<file path="config.mk">
export PLATFORM = sky130hd
export DESIGN_NAME = melody_note_queue_player
export DESIGN_NICKNAME = d
export VERILOG_FILES = /design/src/design/mnqp_pkg.sv /design/src/design/melody_note_queue_player.sv
export SDC_FILE = /design/constraint.sdc
export NUM_CORES = 2
export LEC_CHECK = 0
export BUFFER_PORTS_ARGS = -buffer_cell sky130_fd_sc_hd__buf_2
export CORE_ASPECT_RATIO = 1.2
export CORE_MARGIN = 1.5
export CORE_UTILIZATION = 28
export CTS_CLUSTER_SIZE = 25
export DETAILED_ROUTE_END_ITERATION = 10
export PLACE_DENSITY = 0.46
export REMOVE_ABC_BUFFERS = 1
export SKIP_CTS_REPAIR_TIMING = 1
export SYNTH_ARGS = -nofsm -noshare
export SYNTH_HDL_FRONTEND = slang
export SYNTH_SLANG_ARGS = --single-unit
export TNS_END_PERCENT = 10
</file>
<file path="constraint.sdc">
create_clock -name clk_i -period 6.1 [get_ports clk_i]
set_clock_uncertainty 0.05 [all_clocks]
set_input_delay 1.525 -clock clk_i [delete_from_list [all_inputs] [get_ports clk_i]]
set_output_delay 1.525 -clock clk_i [all_outputs]
set_load 0.1 [all_outputs]
</file>
<file path="src/design/mnqp_pkg.sv">
package mnqp_pkg;

  localparam int unsigned QUEUE_DEPTH_DEF = 32;

  // field widths
  localparam int unsigned OP_W    = 2;
  localparam int unsigned FREQ_W  = 16;
  localparam int unsigned MS_W    = 16;
  localparam int unsigned DIV_W   = 8;
  localparam int unsigned DUTY_W  = 6;
  localparam int unsigned QCNT_W  = 6;
  localparam int unsigned TEMPO_W = 9;
  localparam int unsigned ENTRY_W = FREQ_W + MS_W;

  // register port
  localparam int unsigned APB_DATA_W  = 32;
  localparam int unsigned APB_ADDR_W  = 3;
  localparam int unsigned REG_IDX_LSB = 2;
  localparam logic        REG_TEMPO   = 1'b0;
  localparam logic [TEMPO_W-1:0] TEMPO_RESET = 9'd100;

  typedef enum logic [OP_W-1:0] {
    OP_ADD_RAW    = 2'd0,
    OP_ADD_SCORED = 2'd1,
    OP_TICK       = 2'd2
  } op_e;

  localparam logic [DUTY_W-1:0] DUTY_START = 6'd40;
  localparam logic [DUTY_W-1:0] FADE_START = 6'd39;

  // serial divider: whole note is 4 beats of 60000 ms
  localparam int unsigned WHOLE_W = 18;
  localparam int unsigned QUO_W   = WHOLE_W + 4;
  localparam int unsigned REM_W   = TEMPO_W;
  localparam int unsigned CNT_W   = $clog2(QUO_W);
  localparam logic [WHOLE_W-1:0] WHOLE_NOTE_MS = 18'd240000;
  localparam logic [REM_W-1:0]   SCALE_DEN     = 9'd10;
  localparam logic [CNT_W-1:0]   ITER_WHOLE    = CNT_W'(WHOLE_W - 1);
  localparam logic [CNT_W-1:0]   ITER_FULL     = CNT_W'(QUO_W - 1);

  typedef enum logic [4:0] {
    S_IDLE  = 5'b00001,
    S_DIV_W = 5'b00010,
    S_DIV_N = 5'b00100,
    S_DIV_S = 5'b01000,
    S_APPLY = 5'b10000
  } state_e;

endpackage

</file>
<file path="src/design/melody_note_queue_player.sv">
// Buzzer tone sequencer with a ring queue of notes. Each input transfer is a raw add, a scored
// add (duration from the tempo register and a note divider, negative for dotted notes, scaled
// by 9/10) or a one-millisecond tick, and each gives one result transfer with the accept flag
// and the frequency, duty, playing flag and queue fill after it. Raw adds, ticks, unused
// codes and scored adds with a zero divider go straight to the apply step. A scored add with a
// nonzero divider first runs one bit-serial restoring divider that yields one quotient bit per
// cycle over three passes of 18, 18 and 22 bits (whole note by tempo, by the divider, then 9x
// by ten). Queue entries are read from a memory with a registered read port. A stalled result
// holds the next item in its apply step, and the input side stays stalled until it is applied.
module melody_note_queue_player #(
  parameter int unsigned QUEUE_DEPTH = mnqp_pkg::QUEUE_DEPTH_DEF
) (
  input  logic                                clk_i,
  input  logic                                rst_ni,
  input  logic                                in_valid_i,
  output logic                                in_stall_o,
  input  logic [mnqp_pkg::OP_W-1:0]           operation_i,
  input  logic [mnqp_pkg::FREQ_W-1:0]         tone_frequency_in_i,
  input  logic [mnqp_pkg::MS_W-1:0]           duration_ms_in_i,
  input  logic signed [mnqp_pkg::DIV_W-1:0]   score_divider_i,
  output logic                                out_valid_o,
  input  logic                                out_stall_i,
  output logic                                accepted_o,
  output logic [mnqp_pkg::FREQ_W-1:0]         tone_frequency_out_o,
  output logic [mnqp_pkg::DUTY_W-1:0]         pwm_duty_o,
  output logic                                playing_o,
  output logic [mnqp_pkg::QCNT_W-1:0]         queued_count_o,
  input  logic                                psel,
  input  logic                                penable,
  input  logic                                pwrite,
  input  logic [mnqp_pkg::APB_ADDR_W-1:0]     paddr,
  input  logic [mnqp_pkg::APB_DATA_W-1:0]     pwdata,
  output logic [mnqp_pkg::APB_DATA_W-1:0]     prdata,
  output logic                                pready
);
  import mnqp_pkg::*;

  localparam int unsigned AW = (QUEUE_DEPTH > 1) ? $clog2(QUEUE_DEPTH) : 1;
  localparam int unsigned CW = $clog2(QUEUE_DEPTH + 1);
  localparam logic [AW-1:0] LAST_IDX = AW'(QUEUE_DEPTH - 1);
  localparam logic [CW-1:0] FULL_CNT = CW'(QUEUE_DEPTH);

  // register port
  logic [TEMPO_W-1:0] tempo_q;
  logic               tempo_sel;
  logic               tempo_wr;

  assign pready    = 1'b1;
  assign tempo_sel = (paddr[APB_ADDR_W-1:REG_IDX_LSB] == REG_TEMPO);
  assign tempo_wr  = psel & penable & pwrite & pready & tempo_sel;
  assign prdata    = tempo_sel ? APB_DATA_W'(tempo_q) : '0;

  always_ff @(posedge clk_i or negedge rst_ni) begin
    if (!rst_ni) begin
      tempo_q <= TEMPO_RESET;
    end else if (tempo_wr) begin
      tempo_q <= pwdata[TEMPO_W-1:0];
    end
  end

  // control
  state_e state_q, state_d;
  logic   in_fire;
  logic   out_free;
  logic   apply_fire;
  logic   out_valid_q;

  assign in_stall_o = (state_q != S_IDLE);
  assign in_fire    = in_valid_i & ~in_stall_o;
  assign out_free   = ~out_valid_q | ~out_stall_i;
  assign apply_fire = (state_q == S_APPLY) & out_free;

  // item and divider datapath
  logic [OP_W-1:0]    op_q;
  logic [FREQ_W-1:0]  freq_q;
  logic [DIV_W-1:0]   div_q;
  logic [MS_W-1:0]    dur_q;
  logic [QUO_W-1:0]   quo_q;
  logic [REM_W-1:0]   rem_q;
  logic [REM_W-1:0]   dvs_q;
  logic [CNT_W-1:0]   cnt_q;

  logic [REM_W:0]     rem_sh;
  logic [REM_W:0]     rem_sub;
  logic               rem_ge;
  logic [REM_W-1:0]   rem_step;
  logic [QUO_W-1:0]   quo_step;
  logic [DIV_W-1:0]   mag;
  logic [WHOLE_W-1:0] n_val;
  logic [WHOLE_W:0]   n_dot;
  logic [QUO_W-1:0]   n_nine;
  logic [MS_W-1:0]    dur_sat;
  logic               div_busy;

  assign rem_sh   = {rem_q, quo_q[QUO_W-1]};
  assign rem_sub  = rem_sh - {1'b0, dvs_q};
  assign rem_ge   = (rem_sh >= {1'b0, dvs_q});
  assign rem_step = rem_ge ? rem_sub[REM_W-1:0] : rem_sh[REM_W-1:0];
  assign quo_step = {quo_q[QUO_W-2:0], rem_ge};

  assign mag      = div_q[DIV_W-1] ? (~div_q + 1'b1) : div_q;
  assign n_val    = quo_step[WHOLE_W-1:0];
  // dotted note adds half its value
  assign n_dot    = {1'b0, n_val} + (div_q[DIV_W-1] ? {2'b00, n_val[WHOLE_W-1:1]} : '0);
  assign n_nine   = {n_dot, 3'b000} + QUO_W'(n_dot);
  assign dur_sat  = (|quo_step[QUO_W-1:MS_W]) ? '1 : quo_step[MS_W-1:0];
  assign div_busy = (state_q == S_DIV_W) | (state_q == S_DIV_N) | (state_q == S_DIV_S);

  always_ff @(posedge clk_i) begin
    if (in_fire) begin
      op_q   <= operation_i;
      freq_q <= tone_frequency_in_i;
      div_q  <= $unsigned(score_divider_i);
      dur_q  <= (operation_i == OP_ADD_SCORED) ? '0 : duration_ms_in_i;
      quo_q  <= {WHOLE_NOTE_MS, {(QUO_W - WHOLE_W){1'b0}}};
      rem_q  <= '0;
      dvs_q  <= (tempo_q == '0) ? REM_W'(1) : tempo_q;
      cnt_q  <= ITER_WHOLE;
    end else if (div_busy) begin
      if (cnt_q != '0) begin
        quo_q <= quo_step;
        rem_q <= rem_step;
        cnt_q <= cnt_q - 1'b1;
      end else if (state_q == S_DIV_W) begin
        quo_q <= {quo_step[WHOLE_W-1:0], {(QUO_W - WHOLE_W){1'b0}}};
        rem_q <= '0;
        dvs_q <= REM_W'(mag);
        cnt_q <= ITER_WHOLE;
      end else if (state_q == S_DIV_N) begin
        quo_q <= n_nine;
        rem_q <= '0;
        dvs_q <= SCALE_DEN;
        cnt_q <= ITER_FULL;
      end else begin
        dur_q <= dur_sat;
      end
    end
  end

  always_comb begin
    state_d = state_q;
    unique case (state_q)
      S_IDLE: begin
        if (in_fire) begin
          if ((operation_i == OP_ADD_SCORED) && (score_divider_i != '0)) begin
            state_d = S_DIV_W;
          end else begin
            state_d = S_APPLY;
          end
        end
      end
      S_DIV_W: begin
        if (cnt_q == '0) state_d = S_DIV_N;
      end
      S_DIV_N: begin
        if (cnt_q == '0) state_d = S_DIV_S;
      end
      S_DIV_S: begin
        if (cnt_q == '0) state_d = S_APPLY;
      end
      S_APPLY: begin
        if (out_free) state_d = S_IDLE;
      end
      default: state_d = S_IDLE;
    endcase
  end

  always_ff @(posedge clk_i or negedge rst_ni) begin
    if (!rst_ni) begin
      state_q     <= S_IDLE;
      out_valid_q <= 1'b0;
    end else begin
      state_q <= state_d;
      if (apply_fire) begin
        out_valid_q <= 1'b1;
      end else if (!out_stall_i) begin
        out_valid_q <= 1'b0;
      end
    end
  end

  // player state
  logic              playing_q, playing_d;
  logic [MS_W-1:0]   rem_ms_q, rem_ms_d;
  logic [DUTY_W-1:0] fade_q, fade_d;
  logic [DUTY_W-1:0] duty_q, duty_d;
  logic [FREQ_W-1:0] freq_now_q, freq_now_d;
  logic [AW-1:0]     head_q, head_d;
  logic [AW-1:0]     tail_q, tail_d;
  logic [CW-1:0]     count_q, count_d;
  logic              accepted_q;
  logic              ok;
  logic              push;
  logic              start_note;
  logic [FREQ_W-1:0] start_freq;
  logic [MS_W-1:0]   start_ms;

  logic [ENTRY_W-1:0] note_mem_q [QUEUE_DEPTH];
  logic [ENTRY_W-1:0] rd_entry_q;

  always_comb begin
    playing_d  = playing_q;
    rem_ms_d   = rem_ms_q;
    fade_d     = fade_q;
    duty_d     = duty_q;
    freq_now_d = freq_now_q;
    head_d     = head_q;
    tail_d     = tail_q;
    count_d    = count_q;
    ok         = 1'b0;
    push       = 1'b0;
    start_note = 1'b0;
    start_freq = freq_q;
    start_ms   = dur_q;
    unique case (op_q)
      OP_ADD_RAW, OP_ADD_SCORED: begin
        if (playing_q) begin
          if (count_q != FULL_CNT) begin
            push    = 1'b1;
            tail_d  = (tail_q == LAST_IDX) ? '0 : tail_q + 1'b1;
            count_d = count_q + 1'b1;
            ok      = 1'b1;
          end
        end else begin
          start_note = 1'b1;
          playing_d  = 1'b1;
          ok         = 1'b1;
        end
      end
      OP_TICK: begin
        ok = 1'b1;
        if (playing_q) begin
          if (rem_ms_q > MS_W'(1)) begin
            rem_ms_d = rem_ms_q - 1'b1;
            // fade down, stop at one
            if (fade_q > DUTY_W'(1)) begin
              duty_d = fade_q;
              fade_d = fade_q - 1'b1;
            end
          end else begin
            duty_d    = '0;
            rem_ms_d  = '0;
            playing_d = 1'b0;
            if (count_q != '0) begin
              head_d     = (head_q == LAST_IDX) ? '0 : head_q + 1'b1;
              count_d    = count_q - 1'b1;
              start_note = 1'b1;
              start_freq = rd_entry_q[ENTRY_W-1:MS_W];
              start_ms   = rd_entry_q[MS_W-1:0];
              playing_d  = 1'b1;
            end
          end
        end
      end
      default: ok = 1'b0;
    endcase
    if (start_note) begin
      if (start_freq != '0) begin
        freq_now_d = start_freq;
        duty_d     = DUTY_START;
        fade_d     = FADE_START;
      end else begin
        // rest: silence, keep the last frequency
        duty_d = '0;
        fade_d = '0;
      end
      rem_ms_d = start_ms;
    end
  end

  always_ff @(posedge clk_i or negedge rst_ni) begin
    if (!rst_ni) begin
      playing_q  <= 1'b0;
      rem_ms_q   <= '0;
      fade_q     <= '0;
      duty_q     <= '0;
      freq_now_q <= '0;
      head_q     <= '0;
      tail_q     <= '0;
      count_q    <= '0;
    end else if (apply_fire) begin
      playing_q  <= playing_d;
      rem_ms_q   <= rem_ms_d;
      fade_q     <= fade_d;
      duty_q     <= duty_d;
      freq_now_q <= freq_now_d;
      head_q     <= head_d;
      tail_q     <= tail_d;
      count_q    <= count_d;
    end
  end

  always_ff @(posedge clk_i) begin
    if (apply_fire) begin
      accepted_q <= ok;
    end
  end

  // note memory, registered read of the head entry
  always_ff @(posedge clk_i) begin
    if (apply_fire && push) begin
      note_mem_q[tail_q] <= {freq_q, dur_q};
    end
    rd_entry_q <= note_mem_q[head_q];
  end

  // player state only moves when the result slot advances, so it drives the result directly
  assign out_valid_o          = out_valid_q;
  assign accepted_o           = accepted_q;
  assign tone_frequency_out_o = freq_now_q;
  assign pwm_duty_o           = duty_q;
  assign playing_o            = playing_q;
  assign queued_count_o       = QCNT_W'(count_q);

endmodule

</file>
==> results.json <==
{
  "run_status": "finished, final reports clean",
  "synthToLayoutAreaGrowth_pct": 16.76,
  "synth_top_cells_by_area": "edfxtp_1, mux4_2, dfrtp_1",
  "fin_crit_ns": 5.687,
  "tightest_slew_ns": 1.224,
  "initial_core_util_pct": 28.16,
  "regToRegStartpoint": "quo_q[21]",
  "synthCells": 2662,
  "synth-edff-count": 1076,
  "gp_congestion": 0.7654,
  "dp_hpwl_um": 77270,
  "worst_r2r_path_depth": 28,
  "synth_ff_type": "edfxtp_1",
  "grt_usage_pct": 14.85,
  "path_clk_slew_ns": 0.06,
  "worstHoldPathType": "register to register",
  "ioPinCount": 149,
  "synth_top_family_by_area": "multiplexers",
  "ir_drop_mv": 0.3120,
  "power.total_uw": 21160,
  "end_kind": "register",
  "netlist_area_um2": 49720,
  "wirelength_met1_um": 58330,
  "whs_path_depth": 2,
  "wl_per_cell_um": 25.41,
  "vias_per_cell": 4.879,
  "grt_pass1_vias": 26710,
  "vias": 25780,
  "async_flop_share_pct": 6.230,
  "wl_met3_um": 5541,
  "yosys.cell_count.top_type": "edfxtp_1",
  "cp.required_ns": 6.68,
  "yosysTopAreaCell": "edfxtp_1",
  "grt_pass1_wl_um": 193400,
  "cp-start-kind": "register",
  "cpPeakStageDelay_ns": 0.49,
  "antenna_found_initial": 2,
  "min_from": "pwm_duty_o[4]",
  "synth_top_area_share_pct": 64.98,
  "ys_seq_area_share_pct": 71.56,
  "post-route-util_pct": 32.88,
  "cts_num_sinks": 1220,
  "drt-total-wl_um": 134300,
  "place_area_um2": 53740,
  "die_w_um": 387.7,
  "cts_tree": "done",
  "power_leakage_uw": 0.01847,
  "maxUsedRoutingLayer": "met4",
  "clock_latency_ns": 0.77,
  "timing.final.crit_share_pct": 93.23,
  "slew_headroom_pct": 18.42,
  "port_buffers": 99,
  "arrival_ns": 6.26,
  "synthSimpleGateAreaFrac_pct": 4.180,
  "ys_warn_count": 0,
  "synth_xor_area_share_pct": 0.7725,
  "min_to": "pwm_duty_o[4]",
  "rrSetupSlack_ns": 0.41,
  "grt_start_max_net_pins": 101,
  "synth_commonest_cells": "edfxtp_1, mux4_2, nand2_1, nor2_1, clkbuf_1",
  "muxShareOfSynthArea_pct": 15.97,
  "maxCapViolations": 0,
  "die_h_um": 464.6,
  "drc_errors": 0,
  "placed_cells": 5036,
  "ys_ff_latch": 1220,
  "cts_buffers": 137,
  "crit_path_top_delay_cell": "fa_1",
  "crit_start": "quo_q[21]",
  "fmax_mhz": 175.8,
  "fill_cells": 16810,
  "stdcell_area_um2": 58060,
  "final_layout_size_suffix_gt1_share_pct": 27.63,
  "met2_length_um": 67820,
  "setup_viol": 0,
  "p_per_area_nw_per_um2": 364.5,
  "dieArea_um2": 180100,
  "cts_buffer_depth": 3,
  "critPathKind": "register to register",
  "antenna_left": 0,
  "nets": 3012,
  "worstReg2RegEnd": "quo_q[17]",
  "htree_levels": 4,
  "placementRows": 169,
  "grt_overflow": 0,
  "stdcell_count": 5285,
  "synth-compound-area-share_pct": 4.119,
  "postSynthAreaPerCell_um2": 18.68,
  "drt_iter0_drc": 1880,
  "yosysUniqueCellTypes": 90,
  "root_buffer": "clkbuf_16",
  "hold_violations": 0,
  "final_max_slew_viol_count": 0,
  "synthAdderAreaFrac_pct": 1.638,
  "cpMostUsedCell": "ha_1",
  "core-area_um2": 176600,
  "firstDrtPassIters": 5,
  "rsz0062_at_grt": "no",
  "crit_path_max_fanout": 4
}
[how the worst max path moves through the flow]
stage          slack (ns)  cells past startpoint        end
2_1_floorplan       -5.31                      5  head_q[0]
3_3_place_gp         0.23                     27  quo_q[19]
3_5_place_dp         0.25                     27  quo_q[17]
4_1_cts              0.22                     27  quo_q[17]
5_1_grt             0.005                     28  quo_q[17]
6_report             0.41                     28  quo_q[17]
[sequential cells by signal, summed over array words and instances (netlist names), 8 cells and up]
register	flops
div_q	8
dur_q	16
dvs_q	9
freq_q	16
note_mem_q	1024
quo_q	22
rd_entry_q	32
rem_ms_q	16
rem_q	9
tempo_q	9
tone_frequency_out_o	16
[critical path, delay by kind of cell (launching register included)]
kind | cells | cell delay, ns
compound gates | 12 | 2.11
fa+ha+maj | 5 | 1.53
simple gates | 7 | 0.94
xor+xnor | 2 | 0.35
flops | 1 | 0.31
buf+inv | 2 | 0.26
[routing by layer]
layer | up-vias | track usage [%]
met3 | 162 | 2.239
met4 | 0 | 3.949
met2 | 625 | 25.48
met5 | - | 0
li1 | 11190 | -
met1 | 13810 | 19.54
[stage by stage]
step / setup TNS, ns / setup slack (ns) / hold slack (ns)
floorplan: -191.59 / -5.307 / 0.3814
global placement: 0 / 0.2345 / 0.4049
detailed placement: 0 / 0.2493 / 0.4133
CTS: 0 / 0.2205 / 0.4266
global route: 0 / 0.005292 / 0.4501
finish: 0 / 0.4131 / 0.4197
[where the power goes]
group / internal, µW / switching, µW / total (µW)
Sequential: 9770 / 491 / 10300
Combinational: 809 / 2140 / 2950
Clock: 4640 / 3300 / 7950
Total: 15200 / 5940 / 21200
[cell type report]
cell class / count / area [µm²] / area share [%]
sequential: 1220 / 35600 / 61.31
multi-input combinational: 1259 / 13630 / 23.48
clock buffer: 195 / 3801 / 6.547
tap: 2308 / 2888 / 4.974
timing repair buffer: 191 / 1426 / 2.457
clock inverter: 52 / 488.0 / 0.8405
inverter: 58 / 220.2 / 0.3793
antenna: 2 / 5.005 / 0.008621
[layout by cell type (no fill, tap or decap), types with 11 or more instances in the layout]
cell and n:
nand3_1 18, clkinv_2 16, nor2_4 33, nor2b_1 17
clkbuf_16 141, buf_2 98, nand2_1 132, a21oi_1 85
xnor2_1 23, dfxtp_1 68, o21ai_1 12, o21ai_0 82
nor4_1 19, dfrtp_1 67, inv_1 56, buf_12 19
a21o_1 12, ha_1 57, nand2b_1 12, mux2i_1 18
buf_4 74, xor2_1 18, nor2_1 79, clkbuf_1 47
clkinv_1 18, a221o_1 11, mux2_2 49, edfxtp_1 1076
conb_1 24, nor3_1 41, a221oi_1 15, mux4_2 320
and2_1 22
[cell families (layout without fill, tap and decap cells)]
kind of cell	count (synthesis)	after routing
xor gates and xnor gates	43	43
other	2	26
muxes	387	387
and+or+nand+nor	431	431
buffers and inverters	205	496
adders and majority gates	63	63
AOI/OAI and AO/OA	311	311
DFF	1220	1220
Power figures use the tool's default switching activity.
